--- config.mk ---
export PLATFORM = sky130hd
export DESIGN_NAME = tcw_front
export DESIGN_NICKNAME = d
export VERILOG_FILES = /design/src/hdl/tcw_pkg.sv /design/src/hdl/tcw_front.sv
export SDC_FILE = /design/constraint.sdc
export NUM_CORES = 1
export LEC_CHECK = 0
export BUFFER_PORTS_ARGS = -buffer_cell sky130_fd_sc_hd__buf_4
export CAP_MARGIN = 10
export CORE_AREA = 3 3 40 42
export DETAILED_ROUTE_END_ITERATION = 10
export DIE_AREA = 0 0 43 45
export PLACE_DENSITY = 0.69
export SYNTH_ARGS = -nofsm -noshare
export SYNTH_HDL_FRONTEND = slang
export SYNTH_SLANG_ARGS = --single-unit
export TNS_END_PERCENT = 100
--- constraint.sdc ---
create_clock -name vclk -period 0.8
set_clock_uncertainty 0.1 [all_clocks]
set_input_delay 0 -clock vclk [all_inputs]
set_output_delay 0 -clock vclk [all_outputs]
set_load 0.005 [all_outputs]
--- src/hdl/tcw_pkg.sv ---
package tcw_pkg;

    // Opcodes of the input item.
    localparam logic [1:0] OP_PUT   = 2'd0;
    localparam logic [1:0] OP_CLEAR = 2'd1;
    localparam logic [1:0] OP_READ  = 2'd2;

    // Character codes and the attribute that the screen comes out of reset with.
    localparam logic [7:0] CH_NEWLINE   = 8'h0A;
    localparam logic [7:0] CH_BACKSPACE = 8'h08;
    localparam logic [7:0] CH_SPACE     = 8'h20;
    localparam logic [7:0] ATTR_RESET   = 8'h0F;

    // Commands handed from the front end to the back end.
    localparam int         CMD_W         = 3;
    localparam logic [2:0] CMD_NOP       = 3'd0;
    localparam logic [2:0] CMD_PRINT     = 3'd1;
    localparam logic [2:0] CMD_NEWLINE   = 3'd2;
    localparam logic [2:0] CMD_BACKSPACE = 3'd3;
    localparam logic [2:0] CMD_CLEAR     = 3'd4;
    localparam logic [2:0] CMD_READ      = 3'd5;

    localparam int QUEUE_DEPTH = 2;
    localparam int QUEUE_PTR_W = $clog2(QUEUE_DEPTH);

    typedef struct packed {
        logic [CMD_W-1:0] kind;
        logic [7:0]       chr;
        logic [10:0]      index;
    } t_cmd;

    typedef struct packed {
        logic empty;
        logic full;
    } t_q_status;

endpackage

--- src/hdl/tcw_front.sv ---
module tcw_front #(
    parameter int COLUMNS = 80,
    parameter int ROWS    = 25
) (
    input  logic               i_in_valid,
    output logic               o_in_ready,
    input  logic [1:0]         i_opcode,
    input  logic [7:0]         i_char_code,
    input  logic [10:0]        i_cell_index,
    input  logic               i_enable,
    input  tcw_pkg::t_q_status i_q_status,
    output logic               o_push,
    output tcw_pkg::t_cmd      o_cmd
);
    import tcw_pkg::*;

    localparam int CELL_COUNT = ROWS * COLUMNS;

    logic in_range;

    assign o_in_ready = i_enable && !i_q_status.full;
    assign o_push     = i_in_valid && o_in_ready;
    assign in_range   = 32'(i_cell_index) < 32'(CELL_COUNT);

    always_comb begin
        o_cmd.chr   = i_char_code;
        o_cmd.index = i_cell_index;
        unique case (i_opcode)
            OP_PUT: begin
                priority if (i_char_code == CH_NEWLINE) begin
                    o_cmd.kind = CMD_NEWLINE;
                end else if (i_char_code == CH_BACKSPACE) begin
                    o_cmd.kind = CMD_BACKSPACE;
                end else begin
                    o_cmd.kind = CMD_PRINT;
                end
            end
            OP_CLEAR: o_cmd.kind = CMD_CLEAR;
            // A read beyond the screen answers zero and touches nothing.
            OP_READ:  o_cmd.kind = in_range ? CMD_READ : CMD_NOP;
            default:  o_cmd.kind = CMD_NOP;
        endcase
    end

endmodule

### Yosys cells after proc, flatten, opt, wreduce, memory -nomap -nowiden

Cells that the tools add are included.

| operators by class | value |
|---|---|
| $lt $le $gt $ge | 1 |
| eq/ne operators | 4 |
| mux-type cells | 4 |
| reduce and logical (&&, ||, !) cells | 4 |

Operators with widths:

| operator | number |
|---|---|
| 8-bit by 4-bit == test with 1-bit output (second input constant) | 2 |
| 11-bit less-than comparator (second input constant) | 1 |
| 3-bit one-hot mux with 3 select lines | 1 |
| 2-bit two-way mux | 2 |
| 3-bit two-way mux | 1 |
| 2-bit by 1-bit == test with 1-bit output (second input constant) | 1 |
| 2-bit == test (second input constant) | 1 |
| 1-bit logical AND | 2 |
| 2-bit zero test | 1 |
| 1-bit zero test | 1 |

| storage, ports and cells | value |
|---|---|
| register bits after elaboration | 0 |
| input port bits | 25 |
| logic and storage cells | 13 |

### Depth between registers and ports, before layout

| depth | value |
|---|---|
| depth after elaboration | 4 |
| mapped depth | 3 |
| gate-level depth less buffers | 3 |

### Worst setup path after synthesis

Ideal clock, no wire load.

| path | value |
|---|---|
| kind | input to output |
| from | input port i_char_code[6] |
| to | output port o_cmd[19] (netlist name) |
| arrival | 489 ps |
| data required time | 700 ps |
| path slack | 211 ps |
| cell stages on the path | 3 |
| path buffers | 0 |
| path through | nor4b_2 a31o_1 a21oi_1 |

RTL lines:

| item | RTL line | RTL |
|---|---|---|
| from (decl) | tcw_front.sv:8 | `input logic [7:0] i_char_code,` |
| to (decl) | tcw_front.sv:13 | `output tcw_pkg::t_cmd o_cmd` |

==> metrics.md <==
| Metric | Value |
|---|---|
| Outcome | `finished with violations` |
| Failing checks | `negative setup slack` |
| Top cell type's share of synthesized area | `0.600` |
| CLK BUF | `0` |
| DRC viols | `0` |
| Area leader, netlist | `buf_4` |
| Total global routing overflow | `0` |
| Peak supply drop | `132 uV` |
| Register area | `0 sq um` |
| GRT Overall Usage | `0.0713` |
| Highest metal used | `met3` |
| Setup ws final | `-22.0 ps` |
| Final Hold Fails | `0` |
| DRT Pass-1 Iters | `1` |
| Top-count cell post-synth | `buf_4` |
| Synth Net Count | `58` |
| Fin crit period | `822 ps` |
| Synth Area per Inst | `7.20 sq um` |
| First-pass GRT wire length | `1170 um` |
| Max Cap Viol | `0` |
| Synth unique cells | `13` |
| Synth Area in Simple Gates | `0.289` |
| Pwr dens | `471 nW/um^2` |
| CP Data Required Time | `700 ps` |
| Vias in the first global route | `277` |
| Nets | `86` |
| Post-route antenna net violation count | `0` |
| Hold path endpoint | `o_cmd[13]` |
| Final Setup Violations | `1` |
| Top cells by count, synth | `buf_4, nand2b_1, nor2_1` |
| Vias | `307` |
| Adder-Cell Fraction of Synth Area | `0` |
| Post-Route M1 WL | `214 um` |
| Core area | `1280 sq um` |
| Register area share after synthesis | `0` |
| Met2 Routed Length | `377 um` |
| Die ar. | `1940 sq um` |
| Seq_cells | `0` |
| Combinational family with the most area after synthesis | `buffers and inverters` |
| Setup Fix Bufs, Post-CTS | `0` |
| Worst hold margin | `76.3 ps` |
| Critical path class | `in2out` |
| Initial Util | `0.185` |
| Min-Delay Startpoint | `i_char_code[2]` |
| CP Max Fanout | `2` |
| Largest net degree at the start of global routing | `5` |
| Hold depth | `2` |
| Post-Synth XOR/XNOR Area | `0` |
| Share of cells above drive strength 1 | `0.729` |
| DRT Wirelength | `725 um` |
| CP Capture Type | `primary output` |
| Achievable clock frequency | `1220 MHz` |
| Synthesized instance count | `33` |
| Die H | `45 um` |
| RSZ-0062 raised after global routing | `yes` |
| Drt wl/cell | `9.80 um` |
| Initial antenna violation count | `0` |
| Period utilisation layout | `1.03` |
| Number of port buffers | `40` |
| Yosys warnings | `0` |
| Area growth syn-to-layout | `106%` |
| CP Launch Type | `primary input` |
| Overall Power | `231 uW` |
| Mapped cell area | `238 sq um` |
| Die Wd | `43 um` |
| Routability-driven placement congestion ratio | `0.646` |
| Number of diodes | `0` |
| Compound-Gate Fraction of Synth Area | `0.111` |
| Final Max Slew Viols | `0` |
| Worst EP arrival | `720 ps` |
| Met3 wire len | `133 um` |
| Row count | `13` |
| Worst Tran Pin Value | `208 ps` |
| Synth area leaders | `buf_4, nor4b_2, nand2b_1` |
| Max_slew headroom | `0.861` |
| I/O Pins | `49` |
| Initial drt markers | `0` |
| Post-synthesis mux area share | `0` |
| HP Class | `in2out` |
| Ratio of routed vias to standard cells | `4.15` |
| LEAKAGE | `0.000250 uW` |
-- cells in the final DEF (no fill, tap or decap), drive strengths merged --
cell	count
a21oi	1
nand3	1
and2	1
nor4	1
nand2	1
o21ai	1
nor2	2
a31o	1
nor2b	1
nand2b	2
dlygate4sd3	4
nor4b	1
buf	41
o211ai	1
-- metal layers --
metal | GRT usage | vias up
met5 | 0 | -
met4 | 0 | 0
met3 | 0.00797 | 0
met2 | 0.144 | 31
met1 | 0.0857 | 133
li1 | - | 143
-- per-stage QoR --
stage               instances   util  setup TNS (ps)  setup slack [ps]  area, sq um
CTS                        74  0.382           -46.4             -46.4          490
global route               74  0.382            -221             -93.0          490
detailed placement         70  0.328            -193              -123          422
global placement           70  0.328            -172              -113          422
floorplan                  33      -               0               211          238
finish                     74  0.382           -22.0             -22.0          490
-- timing repair --
action,4_1_cts,5_1_grt
endpoints found under the setup margin,2,3
hold endpoints to repair,4,0
hold buffers,4,0
gates cloned,0,0
gates resized for setup,5,0
pin swaps,3,0
-- critical path, stage by stage --
cell and delay [ps]:
buf_4 120, nor4_4 250, a31o_1 170, a21oi_1 40, buf_4 130
-- power by group --
part / total (uW) / switching (uW) / internal [uW]
Clock: 0 / 0 / 0
Combinational: 231 / 72.9 / 158
Sequential: 0 / 0 / 0
Total: 231 / 72.9 / 158
-- worst max-delay path by stage --
stage,startpoint,to,slack [ps],depth (start not counted)
final,i_char_code[5],o_cmd[19],-20,5
after global routing,i_char_code[0],o_cmd[19],-90,5
after CTS,i_char_code[0],o_cmd[19],-50,5
after floorplan,i_char_code[6],o_cmd[19],210,3
after detailed placement,i_char_code[6],o_cmd[19],-120,5
after global placement,i_char_code[6],o_cmd[19],-110,5
-- cells by family after synthesis --
group           after synthesis
compound gates                4
buf+inv                      19
simple gates                 10
-- cell type report --
cell class / count / area, sq um
fill: 135 / 795
timing repair buffer: 45 / 359
multi-input combinational: 14 / 113
tap: 15 / 18.8
Power figures use the tool's default switching activity.
