## config.mk

```make
export PLATFORM = sky130hd
export DESIGN_NAME = tcw_queue
export DESIGN_NICKNAME = d
export VERILOG_FILES = /design/src/hdl/tcw_pkg.sv /design/src/hdl/tcw_queue.sv
export SDC_FILE = /design/constraint.sdc
export NUM_CORES = 1
export LEC_CHECK = 0
export BUFFER_PORTS_ARGS = -buffer_cell sky130_fd_sc_hd__buf_2
export CORE_MARGIN = 8
export CORE_UTILIZATION = 48
export CTS_BUF_LIST = sky130_fd_sc_hd__clkbuf_4 sky130_fd_sc_hd__clkbuf_8
export DETAILED_ROUTE_END_ITERATION = 12
export GPL_TIMING_DRIVEN = 0
export PLACE_DENSITY_LB_ADDON = 0.08
export RECOVER_POWER = 100
export SLEW_MARGIN = 20
export SYNTH_ARGS = -nofsm -noshare
export SYNTH_HDL_FRONTEND = slang
export SYNTH_SLANG_ARGS = --single-unit
```

## constraint.sdc

```tcl
create_clock -name i_clk -period 1.9 [get_ports i_clk]
set_input_delay 0.57 -clock i_clk [delete_from_list [all_inputs] [get_ports i_clk]]
set_output_delay 0.57 -clock i_clk [all_outputs]
set_load 0.01 [all_outputs]
```

## src/hdl/tcw_pkg.sv

```systemverilog
package tcw_pkg;

    // Opcodes of the input item.
    localparam logic [1:0] OP_PUT   = 2'd0;
    localparam logic [1:0] OP_CLEAR = 2'd1;
    localparam logic [1:0] OP_READ  = 2'd2;

    // Character codes and the attribute that the screen comes out of reset with.
    localparam logic [7:0] CH_NEWLINE   = 8'h0A;
    localparam logic [7:0] CH_BACKSPACE = 8'h08;
    localparam logic [7:0] CH_SPACE     = 8'h20;
    localparam logic [7:0] ATTR_RESET   = 8'h0F;

    // Commands handed from the front end to the back end.
    localparam int         CMD_W         = 3;
    localparam logic [2:0] CMD_NOP       = 3'd0;
    localparam logic [2:0] CMD_PRINT     = 3'd1;
    localparam logic [2:0] CMD_NEWLINE   = 3'd2;
    localparam logic [2:0] CMD_BACKSPACE = 3'd3;
    localparam logic [2:0] CMD_CLEAR     = 3'd4;
    localparam logic [2:0] CMD_READ      = 3'd5;

    localparam int QUEUE_DEPTH = 2;
    localparam int QUEUE_PTR_W = $clog2(QUEUE_DEPTH);

    typedef struct packed {
        logic [CMD_W-1:0] kind;
        logic [7:0]       chr;
        logic [10:0]      index;
    } t_cmd;

    typedef struct packed {
        logic empty;
        logic full;
    } t_q_status;

endpackage

```

## src/hdl/tcw_queue.sv

```systemverilog
module tcw_queue (
    input  logic               i_clk,
    input  logic               i_rst_n,
    input  logic               i_push,
    input  tcw_pkg::t_cmd      i_cmd,
    input  logic               i_pop,
    output tcw_pkg::t_cmd      o_cmd,
    output tcw_pkg::t_q_status o_status
);
    import tcw_pkg::*;

    t_cmd                   r_slots [QUEUE_DEPTH];
    logic [QUEUE_PTR_W-1:0] r_wr_ptr;
    logic [QUEUE_PTR_W-1:0] r_rd_ptr;
    logic [QUEUE_PTR_W:0]   r_count;
    logic [QUEUE_PTR_W:0]   n_count;

    assign o_cmd           = r_slots[r_rd_ptr];
    assign o_status.empty  = (r_count == '0);
    assign o_status.full   = (r_count == (QUEUE_PTR_W + 1)'(QUEUE_DEPTH));

    always_comb begin
        n_count = r_count;
        if (i_push && !i_pop) begin
            n_count = r_count + 1'b1;
        end else if (i_pop && !i_push) begin
            n_count = r_count - 1'b1;
        end
    end

    always_ff @(posedge i_clk) begin
        if (!i_rst_n) begin
            r_wr_ptr <= '0;
            r_rd_ptr <= '0;
            r_count  <= '0;
        end else begin
            if (i_push) begin
                r_wr_ptr <= r_wr_ptr + 1'b1;
            end
            if (i_pop) begin
                r_rd_ptr <= r_rd_ptr + 1'b1;
            end
            r_count <= n_count;
        end
    end

    always_ff @(posedge i_clk) begin
        if (i_push) begin
            r_slots[r_wr_ptr] <= i_cmd;
        end
    end

endmodule

```

* Yosys cells after proc, flatten, opt, wreduce, memory -nomap -nowiden
Memories as Yosys holds them, arrays and structs flattened. A register that Yosys moved wholly into a read port is not among the register bits.
Index checks and enable logic that the tools add are counted.
** Storage, ports and cells
- Bits in read-only memories :: 0
- Bits in writable memories :: 44
- Latch bits :: 0
- Logic and storage cells :: 21
- Output and inout port bits :: 24
- Memories kept :: 1
- Register bits after elaboration :: 4
- Bits of input ports :: 26
** Operators by class
- $mul :: 0
- Bitwise gates (word level) :: 0
- $lt $le $gt $ge :: 0
- Equal/unequal tests :: 1
- Add/sub/neg operators :: 4
- Shift operators :: 0
- Div/mod/pow operators :: 0
- Reduce and logical (&&, ||, !) cells :: 6
- Mux-type cells :: 6
** Memory list
- r_slots :: words 2, bits a word 22, rd ports 1, clocked after memory_dff 1, wr ports 1, RTL line tcw_queue.sv:12 : t_cmd r_slots [QUEUE_DEPTH];
** Operator list (number)
- two-way mux 1 bit :: 4
- two-way mux 2 bit :: 2
- adder 1 bit (second input constant) :: 2
- adder 2 x 1 -> 2 bit (second input constant) :: 1
- equality test 2 bit (second input constant) :: 1
- logical AND 1 bit :: 2
- logical NOT 1 bit :: 2
- logical NOT 2 bit :: 1
- nonzero test 2 bit :: 1
- subtractor 2 x 1 -> 2 bit (second input constant) :: 1

* Logic depth before layout (Yosys ltp)
- Word-level depth :: 4
- Depth in mapped cells :: 5
- Depth with buffers taken out :: 5

* Worst setup path before layout
OpenSTA, ideal clock, no wires.
- Kind :: input-to-reg
- Start point :: input port i_push
- End point :: memory r_slots[0][0] (netlist bit), enable pin
- Required time :: 1.495 ns
- Arrival :: 1.621 ns
- Buffers on the path :: 0
- Setup slack :: -0.126 ns
- Stages on the path :: 1
- Library setup time :: 0.405 ns
- Path through :: nor2b_1
** Between the ends
- Longest elaborated chain between the ends :: 2
** Ends and longest elaborated chain
- from (decl) :: RTL line tcw_queue.sv:4 : input logic i_push,
- two-way mux 1 bit :: RTL line tcw_queue.sv:48 : if (i_push) begin
- two-way mux 1 bit (implied by the code) :: RTL line tcw_queue.sv:49 : r_slots[r_wr_ptr] <= i_cmd;
- to (decl) :: RTL line tcw_queue.sv:12
No other way between the ends.

==> flow_summary_export.csv <==
group,metric,value,unit
outcome,run_status,"finished clean",
power_and_ir_drop,power.density,923.1,nW/um^2
sta,whs,0.4608,ns
sta,clock-skew-final,0.003112,ns
synth,synth-seq-cells,49,
floorplan,placeableCoreArea,3633,sq um
power_and_ir_drop,sequentialPowerShare,59.7,%
final_layout,multi_input_gate_area,370.4,sq um
worst_hold_path,min_path_type,"in -> reg",
worst_setup_path,reg2reg_depth,1,
worst_setup_path,critical_path_peak_fanout,10,
synth,synthDominantCellAreaShare,73.49,%
clocking,worst_skew_pair.late_latency,0.29,ns
final_layout,area_delta_synth_final,27.35,%
synth,synth_top_area_cell,"sky130_fd_sc_hd__edfxtp_1",
grt,grt_first_pass_wirelength,4664,um
sta,slew_limit_fails,0,
floorplan,fp-row-count,22,
final_layout,post_route_cells_drive_above_1_share,49.32,%
routing,viasPerCell,4.830,
routing,detailroute.via_count,937,
synth,synth.yosys.seq_area_share,79.05,%
worst_hold_path,timing.hold.worst.start,"i_cmd[15]",
clocking,cts_num_sinks,49,
clocking,cts-root-to-sink-buffers,2,
sta,final-hold-violation-count,0,
place,dp_hpwl,2046,um
sta,min_period,1.875,ns
clocking,tritoncts,"yes",
routing,drc,0,
sta,finalCritPeriodShare,98.69,%
clocking,holdBufCountCts,0,
sta,timing_worst_slew_pin_value,0.9970,ns
power_and_ir_drop,p_int,1.667,mW
worst_hold_path,timing.hold.worst_endpoint,"r_slots[0][15]$_DFFE_PP_",
grt,antenna_found_initial,0,
place,portBuffers,49,
place,placement.cell_area,2111,sq um
grt,grt_util_all_layers,10.10,%
grt,grt_start_max_net_pins,24,
worst_setup_path,critPathArrivalTime,1.31,ns
power_and_ir_drop,power_leakage,0.8494,nW
routing,drt_pass1_iterations,3,
sta,setup_viol,0,
final_layout,seq_area,1425,sq um
place,routabilityCongestion,0.6174,
worst_setup_path,worstSetupPathType,"reg -> out",
final_layout,final_net_count,173,
power_and_ir_drop,total_switching_power,446.4,uW
worst_setup_path,worstSetupEndpointType,"output port",
routing,detail-route-antenna-nets,0,
final_layout,antenna-diode-count,0,
worst_setup_path,worst_ep_required_time,1.33,ns
power_and_ir_drop,power_switching_share,21.12,%
power_and_ir_drop,irDropWorstVdd,0.4851,mV
synth,ys_warn_count,0,
power_and_ir_drop,pwr-share-clk,26.3,%
synth,synth.avg_cell_area,19.98,sq um
synth,synth.cell_area,1798,sq um
sta,max_freq,533.3,MHz
routing,detail_route.iter0.violations,92,
power_and_ir_drop,comb_power_share,14.0,%
final_layout,fill_cells,309,
routing,post_route_wl,2921,um
floorplan,chipWidth,77.20,um
grt,global_route_congestion_overflow_total,0,
synth,netlist_top_cells_area,"sky130_fd_sc_hd__edfxtp_1, sky130_fd_sc_hd__mux2_2, sky130_fd_sc_hd__dfxtp_1, sky130_fd_sc_hd__and2_1, sky130_fd_sc_hd__xor2_1",
clocking,h-tree-depth,2,
floorplan,floorplan.die_area,5960,sq um
floorplan,start_util,49.48,%
synth,synthCells,90,
worst_setup_path,launch_instance_of_the_worst_register_to_register_path,"r_wr_ptr$_SDFFE_PN0P_",
worst_setup_path,reg2reg_to,"r_slots[1][12]$_DFFE_PP_",
floorplan,top_level_ports,50,
sta,timing.slew.headroom,33.54,%
synth,yosys.cell_types.count,16,
final_layout,design_area,2290,sq um
worst_setup_path,worst_setup_path_start_kind,"flip-flop",
routing,avgRoutedWirePerCell,15.06,um
worst_setup_path,r2r_setup_slack,0.30,ns
sta,rsz0062_at_grt,"true",
grt,grt_pass1_vias,1010,
clocking,tritoncts.num_buffers,5,
clocking,clk_transition_reported_paths,0.08,ns
clocking,clock_tree.root_cell,"sky130_fd_sc_hd__clkbuf_8",
synth,synth_nets,117,
floorplan,die_height,77.20,um
flow_run,max-cap-violations,0,
final_layout,layout_commonest_cell,"sky130_fd_sc_hd__edfxtp_1",
final_layout,most-common-layout-cells,"sky130_fd_sc_hd__edfxtp_1, sky130_fd_sc_hd__buf_2, sky130_fd_sc_hd__mux2_2",
worst_hold_path,hold_path_depth,1,
==> logic make-up (layout without fill, tap and decap cells) <==
family                   after synthesis  after routing  synth area share (%)
flip-flops                            49             49                 79.05
multiplexers                          22             22                 13.78
AND/OR/NAND/NOR                        9              9                 3.131
AO/OA/AOI/OAI                          3              3                 1.113
XOR/XNOR                               3              3                 1.462
buffers and inverters                  3             59                0.7653
adder cells (fa/ha/maj)                1              1                0.6958
==> worst max-delay path by stage <==
stage,depth (start not counted),end
after floorplan,1,r_slots[0][0]$_DFFE_PP_
after global placement,2,r_slots[0][19]$_DFFE_PP_
after detailed placement,2,r_slots[1][19]$_DFFE_PP_
after CTS,3,o_cmd[4]
after global routing,3,o_cmd[4]
final,3,o_cmd[4]
==> power groups by stage <==
stage	clock network, mW	logic [mW]	registers [mW]
2_1_floorplan	0	0.151	1.28
3_3_place_gp	0	0.251	1.28
3_5_place_dp	0	0.256	1.29
4_1_cts	0.573	0.267	1.26
5_1_grt	0.608	0.323	1.27
6_report	0.555	0.296	1.26
==> per-layer routing <==
layer | global-route usage (%) | part of all wire, % | up-vias
met5 | 0 | 0 | -
met4 | 4.528 | 1.7 | 0
met3 | 5.594 | 8.7 | 6
met2 | 16.68 | 52 | 29
met1 | 10.20 | 37 | 448
li1 | - | - | 454
==> flip-flops by register name, indices dropped and copies added, names as in the netlist, named ones only <==
name / count
r_slots: 44
r_count: 2
r_rd_ptr: 1
r_wr_ptr: 1
==> worst max-delay path: stages (launching register included) <==
cell and delay [ns]:
sky130_fd_sc_hd__dfxtp_4 0.38, sky130_fd_sc_hd__buf_8 0.14, sky130_fd_sc_hd__mux2_2 0.34, sky130_fd_sc_hd__buf_2 0.15
==> repair_timing <==
item | CTS | global route
setup buffers | 0 | 0
resized for setup | 8 | 14
endpoints found under the setup margin | 20 | 20
pin swaps | 0 | 0
==> per-stage QoR <==
stage	total power [mW]	setup TNS [ns]	worst slack (ns)	std cells	utilization, %
after global placement	1.533	-3.718	-0.1439	187	57.95
after CTS	2.104	0	0.002685	194	60.95
after detailed placement	1.542	0	0.01363	187	58.09
after floorplan	1.431	0	0.2924	90	-
final	2.114	0	0.02481	194	63.02
after global routing	2.200	-0.1722	-0.02721	194	63.02
==> Yosys cell counts, drive strengths merged <==
library cell  count
edfxtp           44
mux2             22
dfxtp             5
and2              4
buf               2
nor2b             2
xor2              2
a21boi            1
and2b             1
ha                1
inv               1
nor2              1
o21a              1
o21ai             1
or3               1
xnor2             1
==> area by class of cell <==
type	instances	area share, %
Buffer	2	1.311
Clock inverter	1	0.1639
Inverter	1	0.1639
Multi-Input combinational cell	38	16.17
Clock buffer	6	3.333
Sequential cell	49	62.24
Timing Repair Buffer	49	13.99
Tap cell	48	2.623
Power figures use the tool's default switching activity.
